`src/design/psa_pkg.sv`:
```
// Shared types and constants of the purgeable segment allocator.
// Holds command, result and register codes, the micro-op set and the
// controller/datapath command and status structures. No dependencies.
package psa_pkg;

	localparam int MAX_BLOCKS = 32;
	localparam int IDX_W      = $clog2(MAX_BLOCKS);
	localparam int LINK_W     = 6;
	localparam int ADDR_W     = 24;
	localparam int OWNER_W    = 16;
	localparam int CMD_W      = 3;
	localparam int KIND_W     = 3;
	localparam int STAT_W     = 2;
	localparam int PURGE_W    = 2;
	localparam int CFG_IDX_W  = 1;
	localparam int STEP_W     = 7;

	localparam logic [LINK_W-1:0] NIL_LINK      = 6'd63;
	localparam logic [STEP_W-1:0] SET_STEP_LAST = STEP_W'(2 * MAX_BLOCKS + 2);
	localparam logic [ADDR_W-1:0] LIMIT_RESET   = '1;

	localparam logic [CMD_W-1:0] CMD_ALLOC     = 3'd0;
	localparam logic [CMD_W-1:0] CMD_FREE      = 3'd1;
	localparam logic [CMD_W-1:0] CMD_SET_PURGE = 3'd2;
	localparam logic [CMD_W-1:0] CMD_SET_LOCK  = 3'd3;
	localparam logic [CMD_W-1:0] CMD_COMPACT   = 3'd4;

	localparam logic [KIND_W-1:0] KIND_GRANT  = 3'd0;
	localparam logic [KIND_W-1:0] KIND_PURGED = 3'd1;
	localparam logic [KIND_W-1:0] KIND_MOVE   = 3'd2;
	localparam logic [KIND_W-1:0] KIND_DONE   = 3'd3;
	localparam logic [KIND_W-1:0] KIND_ERROR  = 3'd4;

	localparam logic [STAT_W-1:0] ST_OK        = 2'd0;
	localparam logic [STAT_W-1:0] ST_NO_MEMORY = 2'd1;
	localparam logic [STAT_W-1:0] ST_NOT_FOUND = 2'd2;
	localparam logic [STAT_W-1:0] ST_NO_PURGE  = 2'd3;

	localparam logic [CFG_IDX_W-1:0] REG_BASE  = 1'b0;

	typedef enum logic [4:0] {
		OP_NOP, OP_LOAD, OP_CFG,
		OP_F_ROVER, OP_F_HEAD, OP_F_SCAN, OP_UNLINK, OP_RELSCAN,
		OP_C_HEAD, OP_C_SCAN,
		OP_AP_HEAD, OP_AP_SCAN,
		OP_A_RES, OP_A_PASS, OP_A_P2, OP_A_SET, OP_A_SCAN,
		OP_A_FIT1, OP_A_FIT2, OP_A_EV, OP_A_FAIL,
		OP_S_INIT, OP_S_SCAN, OP_FIN
	} op_t;

	typedef struct packed {
		op_t               op;
		logic [KIND_W-1:0] fin_kind;
		logic [STAT_W-1:0] fin_status;
	} dp_cmd_t;

	typedef struct packed {
		logic [CMD_W-1:0] cmd;
		logic             flh_valid;
		logic             rover_zero;
		logic [1:0]       pass;
		logic             f_found;
		logic             f_end;
		logic             c_end;
		logic             c_evict;
		logic             ap_end;
		logic             ap_found;
		logic             a_stop;
		logic             a_fit;
		logic             ev_done;
		logic             s_done;
		logic             emit_ok;
	} dp_stat_t;

endpackage

```
`src/design/psa_ctrl.sv`:
```
// Controller of the purgeable segment allocator: one-hot state machine
// that sequences free, compact, allocate and set walks over the datapath.
// Depends on psa_pkg; drives psa_dpath through dp_cmd_t.
module psa_ctrl import psa_pkg::*; (
	input  logic     clk,
	input  logic     arst_n,
	input  logic     in_valid,
	output logic     in_ready,
	input  logic     cfg_valid,
	output logic     cfg_ready,
	input  dp_stat_t dstat,
	output dp_cmd_t  dcmd
);

	typedef enum logic [29:0] {
		S_IDLE  = 30'h0000_0001,
		S_DISP  = 30'h0000_0002,
		S_F0    = 30'h0000_0004,
		S_F1    = 30'h0000_0008,
		S_F2    = 30'h0000_0010,
		S_F3    = 30'h0000_0020,
		S_F4    = 30'h0000_0040,
		S_DONE  = 30'h0000_0080,
		S_ERR1  = 30'h0000_0100,
		S_ERR2  = 30'h0000_0200,
		S_ERR3  = 30'h0000_0400,
		S_C0    = 30'h0000_0800,
		S_C1    = 30'h0000_1000,
		S_C2    = 30'h0000_2000,
		S_C3    = 30'h0000_4000,
		S_A0    = 30'h0000_8000,
		S_AP0   = 30'h0001_0000,
		S_AP1   = 30'h0002_0000,
		S_AP2   = 30'h0004_0000,
		S_ARES  = 30'h0008_0000,
		S_APASS = 30'h0010_0000,
		S_AP2B  = 30'h0020_0000,
		S_ASET  = 30'h0040_0000,
		S_ALOOP = 30'h0080_0000,
		S_AFIT1 = 30'h0100_0000,
		S_AFIT2 = 30'h0200_0000,
		S_AEV   = 30'h0400_0000,
		S_AFAIL = 30'h0800_0000,
		S_SINIT = 30'h1000_0000,
		S_SLOOP = 30'h2000_0000
	} state_t;

	state_t state_q, state_d;
	logic   fret_q, fret_d, cret_q, cret_d;

	always_comb begin
		state_d         = state_q;
		fret_d          = fret_q;
		cret_d          = cret_q;
		dcmd.op         = OP_NOP;
		dcmd.fin_kind   = KIND_DONE;
		dcmd.fin_status = ST_OK;
		in_ready        = 1'b0;
		cfg_ready       = 1'b0;
		case (state_q)
			S_IDLE: begin
				cfg_ready = 1'b1;
				in_ready  = !cfg_valid;
				if (cfg_valid) begin
					dcmd.op = OP_CFG;
				end else if (in_valid) begin
					dcmd.op = OP_LOAD;
					state_d = S_DISP;
				end
			end
			S_DISP: begin
				case (dstat.cmd)
					CMD_ALLOC: state_d = S_A0;
					CMD_FREE: begin
						fret_d  = 1'b0;
						state_d = S_F0;
					end
					CMD_SET_PURGE, CMD_SET_LOCK: state_d = S_SINIT;
					CMD_COMPACT: begin
						cret_d  = 1'b0;
						state_d = S_C0;
					end
					default: state_d = S_DONE;
				endcase
			end
			S_F0: begin
				dcmd.op = OP_F_ROVER;
				state_d = S_F1;
			end
			S_F1: begin
				dcmd.op = OP_F_HEAD;
				state_d = S_F2;
			end
			S_F2: begin
				dcmd.op = OP_F_SCAN;
				if (dstat.f_found)
					state_d = S_F3;
				else if (dstat.f_end)
					state_d = fret_q ? S_AP2 : S_ERR2;
			end
			S_F3: begin
				dcmd.op = OP_UNLINK;
				state_d = S_F4;
			end
			S_F4: begin
				dcmd.op = OP_RELSCAN;
				state_d = fret_q ? S_AP2 : S_DONE;
			end
			S_DONE, S_ERR1, S_ERR2, S_ERR3: begin
				if (dstat.emit_ok) begin
					dcmd.op = OP_FIN;
					state_d = S_IDLE;
				end
				if (state_q != S_DONE)
					dcmd.fin_kind = KIND_ERROR;
				if (state_q == S_ERR1)
					dcmd.fin_status = ST_NO_MEMORY;
				else if (state_q == S_ERR2)
					dcmd.fin_status = ST_NOT_FOUND;
				else if (state_q == S_ERR3)
					dcmd.fin_status = ST_NO_PURGE;
			end
			S_C0: begin
				dcmd.op = OP_C_HEAD;
				state_d = S_C1;
			end
			S_C1: begin
				if (dstat.emit_ok) begin
					dcmd.op = OP_C_SCAN;
					if (dstat.c_end)
						state_d = cret_q ? S_AP2B : S_DONE;
					else if (dstat.c_evict)
						state_d = S_C2;
				end
			end
			S_C2: begin
				dcmd.op = OP_UNLINK;
				state_d = S_C3;
			end
			S_C3: begin
				dcmd.op = OP_RELSCAN;
				state_d = S_C1;
			end
			S_A0: state_d = dstat.flh_valid ? S_ARES : S_AP0;
			S_AP0: begin
				dcmd.op = OP_AP_HEAD;
				state_d = S_AP1;
			end
			S_AP1: begin
				if (dstat.emit_ok) begin
					dcmd.op = OP_AP_SCAN;
					if (dstat.ap_end) begin
						state_d = S_ERR3;
					end else if (dstat.ap_found) begin
						fret_d  = 1'b1;
						state_d = S_F0;
					end
				end
			end
			S_AP2: state_d = dstat.flh_valid ? S_ARES : S_ERR3;
			S_ARES: begin
				dcmd.op = OP_A_RES;
				state_d = S_APASS;
			end
			S_APASS: begin
				dcmd.op = OP_A_PASS;
				case (dstat.pass)
					2'd0: state_d = S_ASET;
					2'd1: begin
						if (!dstat.rover_zero)
							state_d = S_ASET;
					end
					2'd2: begin
						cret_d  = 1'b1;
						state_d = S_C0;
					end
					default: state_d = S_AFAIL;
				endcase
			end
			S_AP2B: begin
				dcmd.op = OP_A_P2;
				state_d = S_ASET;
			end
			S_ASET: begin
				dcmd.op = OP_A_SET;
				state_d = S_ALOOP;
			end
			S_ALOOP: begin
				dcmd.op = OP_A_SCAN;
				if (dstat.a_stop)
					state_d = S_APASS;
				else if (dstat.a_fit)
					state_d = S_AFIT1;
			end
			S_AFIT1: begin
				dcmd.op = OP_A_FIT1;
				state_d = S_AFIT2;
			end
			S_AFIT2: begin
				dcmd.op = OP_A_FIT2;
				state_d = S_AEV;
			end
			S_AEV: begin
				if (dstat.emit_ok) begin
					dcmd.op = OP_A_EV;
					if (dstat.ev_done)
						state_d = S_IDLE;
				end
			end
			S_AFAIL: begin
				dcmd.op = OP_A_FAIL;
				state_d = S_ERR1;
			end
			S_SINIT: begin
				dcmd.op = OP_S_INIT;
				state_d = S_SLOOP;
			end
			S_SLOOP: begin
				if (dstat.emit_ok) begin
					dcmd.op = OP_S_SCAN;
					if (dstat.s_done)
						state_d = S_IDLE;
				end
			end
			default: state_d = S_IDLE;
		endcase
	end

	always_ff @(posedge clk or negedge arst_n) begin
		if (!arst_n) begin
			state_q <= S_IDLE;
			fret_q  <= 1'b0;
			cret_q  <= 1'b0;
		end else begin
			state_q <= state_d;
			fret_q  <= fret_d;
			cret_q  <= cret_d;
		end
	end

endmodule

```
`config.mk`:
```
export PLATFORM = sky130hd
export DESIGN_NAME = psa_ctrl
export DESIGN_NICKNAME = d
export VERILOG_FILES = /design/src/design/psa_pkg.sv /design/src/design/psa_ctrl.sv
export SDC_FILE = /design/constraint.sdc
export NUM_CORES = 1
export LEC_CHECK = 0
export CORE_UTILIZATION = 50
export DETAILED_ROUTE_END_ITERATION = 10
export DONT_BUFFER_PORTS = 1
export PLACE_DENSITY = 0.76
export RECOVER_POWER = 25
export SLEW_MARGIN = 10
export SYNTH_ARGS = -nofsm -noshare
export SYNTH_HDL_FRONTEND = slang
export SYNTH_SLANG_ARGS = --single-unit
```
`constraint.sdc`:
```
create_clock -name clk -period 6 [get_ports clk]
set_input_delay 0.6 -clock clk [delete_from_list [all_inputs] [get_ports clk]]
set_output_delay 0.6 -clock clk [all_outputs]
set_load 0.01 [all_outputs]
```
==> results of run 1 <==
## state kept, by name, indices dropped and copies added (netlist names)
name	cells
fret_q	1
cret_q	1
state_q	30
## cell usage in the layout, fill, tap and decap left out, types with 2 or more instances in the layout
master	n
nand3_1	8
and2_1	5
nor4_4	6
mux2_4	3
o21ai_0	5
a21o_1	3
a211o_1	2
a211oi_1	3
nand3b_1	4
a21oi_1	6
a31oi_1	2
nor3b_1	3
nor3_2	7
nor2_1	31
xor2_1	2
o31ai_1	2
nand2b_1	6
or2_2	3
nor3_1	15
nor2b_1	5
or3_1	5
inv_1	4
a2111oi_0	2
and3_1	2
nand2_1	21
nor4_1	5
dfrtp_1	31
nand4b_1	12
xnor2_1	3
a32o_1	2
nand4_1	4
or4_1	3
clkbuf_8	5
clkbuf_1	2
## cell type report
class	instances	area (µm²)
Tap cell	52	65.06
Sequential cell	32	802.0
Clock buffer	6	72.57
Timing Repair Buffer	1	3.754
Multi-Input combinational cell	202	1409
Fill cell	383	1982
Inverter	4	15.01
Clock inverter	1	5.005
## worst max-delay path: stages, from the launching register on
cell,delay (ns)
dfrtp_1,0.48
nor4_4,0.49
nand4_2,0.43
nor4_1,0.91
a21oi_1,0.20
nand4_1,0.22
## power by group through the flow
| stage | clock (mW) | sequential (mW) | combinational, mW |
|---|---|---|---|
| 6_report | 0.160 | 0.238 | 0.219 |
| 5_1_grt | 0.171 | 0.239 | 0.237 |
| 4_1_cts | 0.163 | 0.238 | 0.216 |
| 3_5_place_dp | 0 | 0.242 | 0.209 |
| 3_3_place_gp | 0 | 0.241 | 0.209 |
| 2_1_floorplan | 0 | 0.239 | 0.177 |
## synthesized netlist by cell type (2+ instances only)
library cell  instances  area share, %
nand3b_1              4            1.3
nor3b_1               3            1.0
o31ai_1               2           0.66
nor2_1               31            5.1
a2111oi_0             2           0.77
nor2b_1               5            1.4
a32o_1                2           0.89
o21ai_0               5            1.1
or2_2                 3           0.83
xnor2_1               3            1.2
a21o_1                3            1.0
nand2b_1              6            1.7
inv_1                 4           0.66
or4_1                 3            1.0
nor3_2                7            3.1
a211oi_1              3            1.0
and3_1                2           0.55
nor4_1                5            1.4
nand2_1              21            3.5
a31oi_1               2           0.55
a21oi_1               6            1.3
and2_1                5            1.4
nor4_4                6            5.6
a211o_1               2           0.77
nand3_1               8            1.8
nor3_1               15            3.3
xor2_1                2           0.77
nand4b_1             12            4.6
nand4_1               4            1.1
mux2_4                3            2.0
clkbuf_1              2           0.33
or3_1                 5            1.4
dfrtp_1              31             34
## routing by layer
metal / part of all wire [%] / vias to the layer above
li1: - / 933
met1: 44 / 961
met2: 44 / 122
met3: 9.1 / 22
met4: 2.9 / 0
met5: 0 / -
## cells by family after synthesis
kind of cell	Yosys count	synth area share [%]
AND/OR/NAND/NOR	155	45.21
AO/OA/AOI/OAI	38	12.73
flip-flops	32	35.47
multiplexers	4	2.435
buffers and inverters	9	2.213
XOR/XNOR	5	1.937
## path summary, 6_finish.rpt
check	from	end	slack (ns)
worst max register to register	state_q[9]$_DFFE_PN0P_	state_q[9]$_DFFE_PN0P_	2.90
max in group asynchronous	arst_n	state_q[13]$_DFFE_PN0P_	4.25
min in group clk	dstat[4]	state_q[24]$_DFFE_PN0P_	0.37
worst max-delay path	state_q[9]$_DFFE_PN0P_	dcmd[5]	2.38
worst min register to register	cret_q$_DFFE_PN0P_	cret_q$_DFFE_PN0P_	0.55
worst min-delay path	arst_n	state_q[0]$_DFFE_PN1P_	0.15
## stage by stage
stage | setup WS, ns | power [mW] | cell area, µm² | hold slack, ns
after floorplan | 3.207 | 0.4156 | 2261 | 0.3044
final | 2.385 | 0.6172 | 2372 | 0.1451
after global routing | 2.309 | 0.6473 | 2372 | 0.1361
after CTS | 2.497 | 0.6166 | 2389 | 0.1363
after detailed placement | 2.866 | 0.4511 | 2291 | 0.3052
after global placement | 2.895 | 0.4505 | 2291 | 0.3051
==> key figures, run 1 <==
Floorplan
  • Core ar.: 4354 µm²
  • Die height: 69.25 µm
  • Cell row count: 24
  • DIE AREA: 4795 µm²
  • Initial Util: 51.93%
  • Die X: 69.25 µm
  • Ports: 34

Timing
  • Total negative slack: 0 ns
  • Least-Margin Pin Slew: 1.726 ns
  • Final Critical Period: 3.615 ns
  • Post-route clock period utilization: 60.25%
  • RSZ-0062 raised after global routing: no
  • Final Setup Violations: 0
  • Relative slew slack: -15.06%
  • F_max: 276.6 MHz
  • Max-slew violation count: 32
  • Final hold vios: 0
  • Clk_skew: 0.006295 ns

Detailed routing
  • DR DRC count: 0
  • Drt wl/cell: 20.86 µm
  • Final WL: 6.216 mm
  • TritonRoute pass-1 iters: 5
  • Post-DRT Antenna Nets: 0
  • Vias/cell: 6.839
  • Vias: 2038
  • First DRT Iteration DRCs: 191

Global routing
  • Overall Global Routing Usage: 26.67%
  • Met2 GRT Util: 41.96%
  • Initial antenna violation count: 0
  • M3 GR Usage: 7.122%
  • First-pass GRT wire length: 9.846 mm
  • GRT busiest layer: met2
  • Largest net degree at the start of global routing: 32
  • Vias in the first global route: 1898
  • GR Overflow Total: 0
  • Met1 usage: 35.56%

Setup path
  • R2r worst-path depth: 7
  • Crit path required time: 5.40 ns
  • WS Path Type: register to output port
  • Crit path DAT: 3.02 ns
  • Critical Path End Type: output port
  • CP Max Fanout: 14
  • Critical path startpoint category: register

Power
  • Switching pwr: 0.2420 mW
  • Logic pwr share: 35.5%
  • P_int: 0.3752 mW
  • VDD IR-drop max: 0.0001947 V
  • Clock power frac: 25.9%
  • Leak Pwr: 1.086 nW
  • Seq pwr share: 38.5%
  • Pwr Density: 260.2 nW/µm²
  • Switching Share: 39.21%

Flow run
  • Max Cap Viol: 1

Yosys
  • Synthesized area: 2261 µm²
  • Count of cell types in the netlist: 59
  • Mean area per synthesized cell: 9.304 µm²
  • YS warnings: 0
  • Cells after synthesis: 243
  • Synth Net Count: 265
  • Synth Register Bits: 32
  • Post-synth EDFFs: 0
  • Ys flop type: dfrtp_1
  • Sequential element share of the synthesized area: 35.47%
  • Synth async-reset ratio: 100.0%

Place
  • Hpwl dp: 4.646 mm
  • Placed cells: 290
  • PortBufs: 0
  • GPL Wtd Cong: 0.9222

Clock tree
  • Clock sinks: 32
  • Post-cts sizing count: 0
  • Clock latency on the worst-skew pair: 0.29 ns
  • Num CTS Buffers: 5
  • Maximum buffer depth of the clock tree: 2
  • Post-CTS Setup Inserts: 0
  • # hold bufs at CTS: 1
  • CTS root buf: clkbuf_8
  • CTS tree: done
  • Clk pin slew, worst setup/hold paths: 0.07 ns
  • H-tree Lvls: 2

Final layout
  • Util after Layout: 54.48%
  • Diodes inserted: 0
  • Share of layout cells above drive strength 1: 13.82%
  • Area Growth Syn to Fin: 4.926%
  • Total Nets Final: 268
  • Filler-free cell count of the finished design: 298

Min path
  • Hold Path Class: input port to asynchronous set/reset pin

Run status
  • Failing checks: capacitance limit, slew limit
  • Status: complete, but fails checks
(Power assumes the default switching activity.)
==> inputs of run 2 (changes only) <==
- PLACE_DENSITY: 0.76 -> 0.79
- clock period: 6 -> 2.93 ns (I/O delays scaled with it)
==> run 2 against run 1 <==
The flow still finishes with violations (capacitance limit, slew limit). Worst setup slack lost 2.3 ns. Clock-buffer cell count grew 1. Clock power grew to 2.9 times the previous value. Flip-flop and latch count is the same. Clock skew grew 0.00080 ns. Die area is the same. Cell count grew 6.0%. Critical endpoint is now dcmd[6]. Largest cell class unchanged. Largest power group is now combinational logic.
==> key figures, run 2 (synthesis results as in run 1) <==
Run status
  • Status: complete, but fails checks
  • Failing checks: capacitance limit, slew limit

Floorplan
  • DIE AREA: 4795 µm²
  • Ports: 34
  • Core ar.: 4354 µm²
  • Die height: 69.25 µm
  • Cell row count: 24
  • Initial Util: 51.93%
  • Die X: 69.25 µm

Power
  • VDD IR-drop max: 0.0003351 V
  • Pwr Density: 572.8 nW/µm²
  • Leak Pwr: 1.198 nW
  • PnR Total Power: 1.473 mW

Setup path
  • CP max-delay cell: or4_1
  • Crit path DAT: 2.56 ns
  • Critical Path End Type: output port
  • WS Path Type: register to output port
  • CP delay by family, top: simple AND/OR/NAND/NOR gates
  • Critical path startpoint category: register
  • Max incr delay on CP: 0.65 ns
  • Crit path required time: 2.64 ns
  • CP Max Fanout: 6
  • Critical path cell sequence: or4_1 -> nor3_4 -> nand3_1 -> nor2_2 -> and3_1 -> a2111oi_0 -> nand4_1
  • WP buf/inv: 0

Final layout
  • Util after Layout: 59.05%
  • Area Growth Syn to Fin: 13.72%
  • Share of layout cells above drive strength 1: 20.45%
  • Filler-free cell count of the finished design: 316
  • Number of flip-flops under the largest register name: 30
  • Final instance area: 2571 µm²
  • Total Nets Final: 285
  • Largest regs: state_q: 30 flops, cret_q: 1 flops, fret_q: 1 flops
  • Diodes inserted: 0
  • Most frequent cells in the layout: dfrtp_1, nor2_1, nand2_1, buf_4, nor3_1
  • Register bank with the most flops: state_q
  • Commonest non-fill, non-tap cell in the layout: dfrtp_1

Clock tree
  • Clock latency on the worst-skew pair: 0.30 ns
  • H-tree Lvls: 2
  • Maximum buffer depth of the clock tree: 2
  • CTS root buf: clkbuf_8
  • Clk pin slew, worst setup/hold paths: 0.07 ns
  • Num CTS Buffers: 5
  • CTS tree: done
  • Clock sinks: 32

Detailed routing
  • Post-DRT Antenna Nets: 0
  • Final WL: 6.376 mm
  • First DRT Iteration DRCs: 161
  • DR DRC count: 0
  • Vias/cell: 6.658
  • Drt wl/cell: 20.18 µm
  • TritonRoute pass-1 iters: 5
  • Vias: 2104

Timing
  • Final Critical Period: 2.854 ns
  • Least-Margin Pin Slew: 1.722 ns
  • Final hold vios: 0
  • Relative slew slack: -14.77%
  • Fin worst setup slack: 0.07593 ns
  • Final Setup Violations: 0
  • F_max: 350.4 MHz
  • Total negative slack: 0 ns
  • Max-slew violation count: 33
  • Post-route clock period utilization: 97.41%
  • Worst hold slack: 0.06195 ns
  • Clk_skew: 0.007093 ns

Place
  • Placed cells: 305
  • GPL Wtd Cong: 0.9363
  • Hpwl dp: 4.874 mm
  • Area post-placement: 2404 µm²
  • Dpl ws: 0.2302 ns
  • PortBufs: 0

Flow run
  • Max Cap Viol: 1

Global routing
  • Vias in the first global route: 2013
  • Initial antenna violation count: 0
  • First-pass GRT wire length: 10.06 mm
  • Overall Global Routing Usage: 27.16%
  • Largest net degree at the start of global routing: 33
  • GR Overflow Total: 0

Min path
  • Hold Path Class: input port to register
==> run 2: worst reg2reg max path: stages (launching register included) <==
cell and delay, ns:
dfrtp_1 0.47, nor4_4 0.52, nand2_1 0.26, buf_4 0.22, nor3_2 0.18, or2_2 0.17, nor3_1 0.07, o2111ai_4 0.35
mux2_4 0.34
==> run 2: metal layers <==
layer | part of all wire [%] | GRT usage, %
met5 | 0 | 0
met4 | 2.6 | 10.43
met3 | 7.9 | 7.267
met2 | 47 | 43.69
met1 | 42 | 34.87
==> run 2: where the power goes <==
part	internal [mW]	total [mW]	switching [mW]
registers	0.462	0.488	0.0263
logic	0.193	0.514	0.320
clock network	0.300	0.471	0.171
==> run 2: final cells by class <==
class	instances	area, µm²
sequential	32	802.0
clock buffer	7	96.34
inverter	4	15.01
timing repair buffer	18	133.9
multi-input combinational	202	1429
fill	364	1783
tap	52	65.06
clock inverter	1	30.03
==> run 2: path summary, 6_finish.rpt <==
check	startpoint	endpoint	slack, ns	depth (start not counted)
max	state_q[16]$_DFFE_PN0P_	dcmd[6]	0.08	7
min	dstat[4]	state_q[24]$_DFFE_PN0P_	0.06	1
max reg2reg	state_q[3]$_DFFE_PN0P_	state_q[9]$_DFFE_PN0P_	0.25	8
min reg2reg	cret_q$_DFFE_PN0P_	cret_q$_DFFE_PN0P_	0.54	1
max in group asynchronous	arst_n	state_q[25]$_DFFE_PN0P_	0.94	2
min in group asynchronous	arst_n	state_q[18]$_DFFE_PN0P_	0.99	2
==> run 2: repair_timing <==
action | CTS | global route
setup endpoints to repair | 2 | 2
gates resized for setup | 0 | 4
pin swaps | 1 | 0
hold endpoints to repair | 32 | 0
buffers inserted | 1 | 0
hold buffers | 2 | 0
==> inputs of run 3 (changes only) <==
- CELL_PAD_IN_SITES_DETAIL_PLACEMENT: default -> 1
- CELL_PAD_IN_SITES_GLOBAL_PLACEMENT: default -> 1
- CORE_UTILIZATION: 50 -> 44
- PLACE_DENSITY: 0.79 -> 0.87
==> run 3 against run 2 <==
The run still ends with capacitance limit, slew limit left. Clock skew is essentially flat. Core utilization down 6.0 points. Largest cell class unchanged. Global-route usage rose by 2.1 points.
==> key figures, run 3 (synthesis results as in run 1) <==
Floorplan
  • Initial Util: 46.63%
  • Die X: 73.68 µm
  • Ports: 34
  • Core ar.: 4848 µm²
  • DIE AREA: 5429 µm²
  • Die height: 73.68 µm
  • Cell row count: 25

Place
  • GPL Wtd Cong: 0.9409
  • Hpwl dp: 5.607 mm
  • Dpl ws: 0.1087 ns
  • PortBufs: 0

Power
  • Clock power frac: 26.2%
  • Seq pwr share: 35.8%
  • Switching Share: 38.66%
  • Logic pwr share: 38.0%
  • Switching pwr: 0.5279 mW
  • P_int: 0.8374 mW
  • VDD IR-drop max: 0.0003661 V
  • Pwr Density: 530.5 nW/µm²
  • Leak Pwr: 1.193 nW

Global routing
  • Initial antenna violation count: 0
  • GR Overflow Total: 0
  • Overall Global Routing Usage: 29.26%
  • First-pass GRT wire length: 11.43 mm
  • Vias in the first global route: 2144
  • Largest net degree at the start of global routing: 33

Timing
  • Least-Margin Pin Slew: 1.792 ns
  • Total negative slack: 0 ns
  • Post-route clock period utilization: 97.80%
  • Relative slew slack: -19.47%
  • Final Critical Period: 2.866 ns
  • Final hold vios: 0
  • Clk_skew: 0.007230 ns
  • F_max: 349.0 MHz
  • Worst hold slack: 0.07313 ns
  • Fin worst setup slack: 0.06436 ns
  • Final Setup Violations: 0
  • Max-slew violation count: 33

Final layout
  • Commonest non-fill, non-tap cell in the layout: dfrtp_1
  • Seq. cell area: 802.0 µm²
  • Most frequent cells in the layout: dfrtp_1, nor2_1, nand2_1, buf_4, nor3_1
  • Share of layout cells above drive strength 1: 20.83%
  • Area Growth Syn to Fin: 13.84%
  • Register bank with the most flops: state_q
  • Diodes inserted: 0
  • Number of flip-flops under the largest register name: 30
  • Total Nets Final: 285
  • Largest regs: state_q: 30 flops, cret_q: 1 flops, fret_q: 1 flops
  • Area of the multi-input gates: 1446 µm²
  • # fillers: 560

Detailed routing
  • DR DRC count: 0
  • Vias/cell: 6.468
  • First DRT Iteration DRCs: 138
  • Post-DRT Antenna Nets: 0
  • Vias: 2141
  • TritonRoute pass-1 iters: 5
  • Drt wl/cell: 22.30 µm
  • Final WL: 7.380 mm

Min path
  • Hold Path Stages: 1
  • Hold Path Class: input port to register
  • Hold_sp: dstat[4]

Setup path
  • Worst setup path start: state_q[12]$_DFFE_PN0P_
  • Critical path startpoint category: register
  • Crit path DAT: 2.57 ns
  • R2r worst-path depth: 7
  • Crit path required time: 2.64 ns
  • WS Path Type: register to output port
  • CP Max Fanout: 7
  • Reg2reg start: state_q[3]$_DFFE_PN0P_
  • Critical Path End Type: output port

Clock tree
  • Maximum buffer depth of the clock tree: 2
  • CTS root buf: clkbuf_8
  • Clock sinks: 32
  • H-tree Lvls: 2
  • Num CTS Buffers: 5
  • Clock latency on the worst-skew pair: 0.29 ns
  • CTS tree: done
  • Clk pin slew, worst setup/hold paths: 0.07 ns

Flow run
  • Max Cap Viol: 1

Run status
  • Status: complete, but fails checks
  • Failing checks: capacitance limit, slew limit
run 3: stage by stage:
stage	std cells	total power [mW]	area (µm²)	util, %
3_3_place_gp	320	0.9546	2422	49.96
3_5_place_dp	320	0.9697	2422	49.96
4_1_cts	330	1.348	2554	52.67
5_1_grt	331	1.430	2574	53.08
2_1_floorplan	243	0.8511	2261	-
6_report	331	1.365	2574	53.08
run 3: cell type report:
cell class / count / area share, %
clock buffers: 6 / 3.209
multi-input cells: 202 / 56.20
repair buffers: 18 / 5.202
well taps: 67 / 3.257
inverters: 4 / 0.5834
clock inverters: 2 / 0.3889
flip-flops and latches: 32 / 31.16
run 3: layer usage:
metal	GRT usage [%]	vias up	wire length, µm
met5	0	-	0
met4	7.692	0	151
met3	6.859	15	537
met2	49.44	96	3649
met1	37.47	1069	3041
li1	-	961	-
run 3: critical path, stage by stage (launching register included):
cell      delay [ns]
dfrtp_1         0.44
nor4_4          0.51
nand2_2         0.23
or3_1           0.49
and4bb_2        0.37
a21oi_1         0.08
nand4_1         0.16
run 3: power groups by stage:
stage                     Clock, mW  Combinational (mW)  Sequential, mW
after global placement            0               0.462           0.493
after global routing          0.385               0.555           0.490
final                         0.357               0.519           0.489
after detailed placement          0               0.473           0.497
after floorplan                   0               0.362           0.489
after CTS                     0.367               0.493           0.488
run 3: repair_timing:
| item | CTS | global route |
|---|---|---|
| setup endpoints to repair | 2 | 6 |
| hold buffers | 2 | 0 |
| resized for setup | 1 | 6 |
| setup buffers | 0 | 1 |
| pin swaps | 0 | 2 |
| endpoints found under the hold margin | 32 | 0 |
run 3: path summary, 6_finish.rpt:
path | end | slack [ns]
max reg2reg | state_q[7]$_DFFE_PN0P_ | 0.10
min reg2reg | cret_q$_DFFE_PN0P_ | 0.55
max in group asynchronous | state_q[20]$_DFFE_PN0P_ | 0.87
min in group asynchronous | state_q[19]$_DFFE_PN0P_ | 1.02
max | dcmd[6] | 0.06
min | state_q[24]$_DFFE_PN0P_ | 0.07
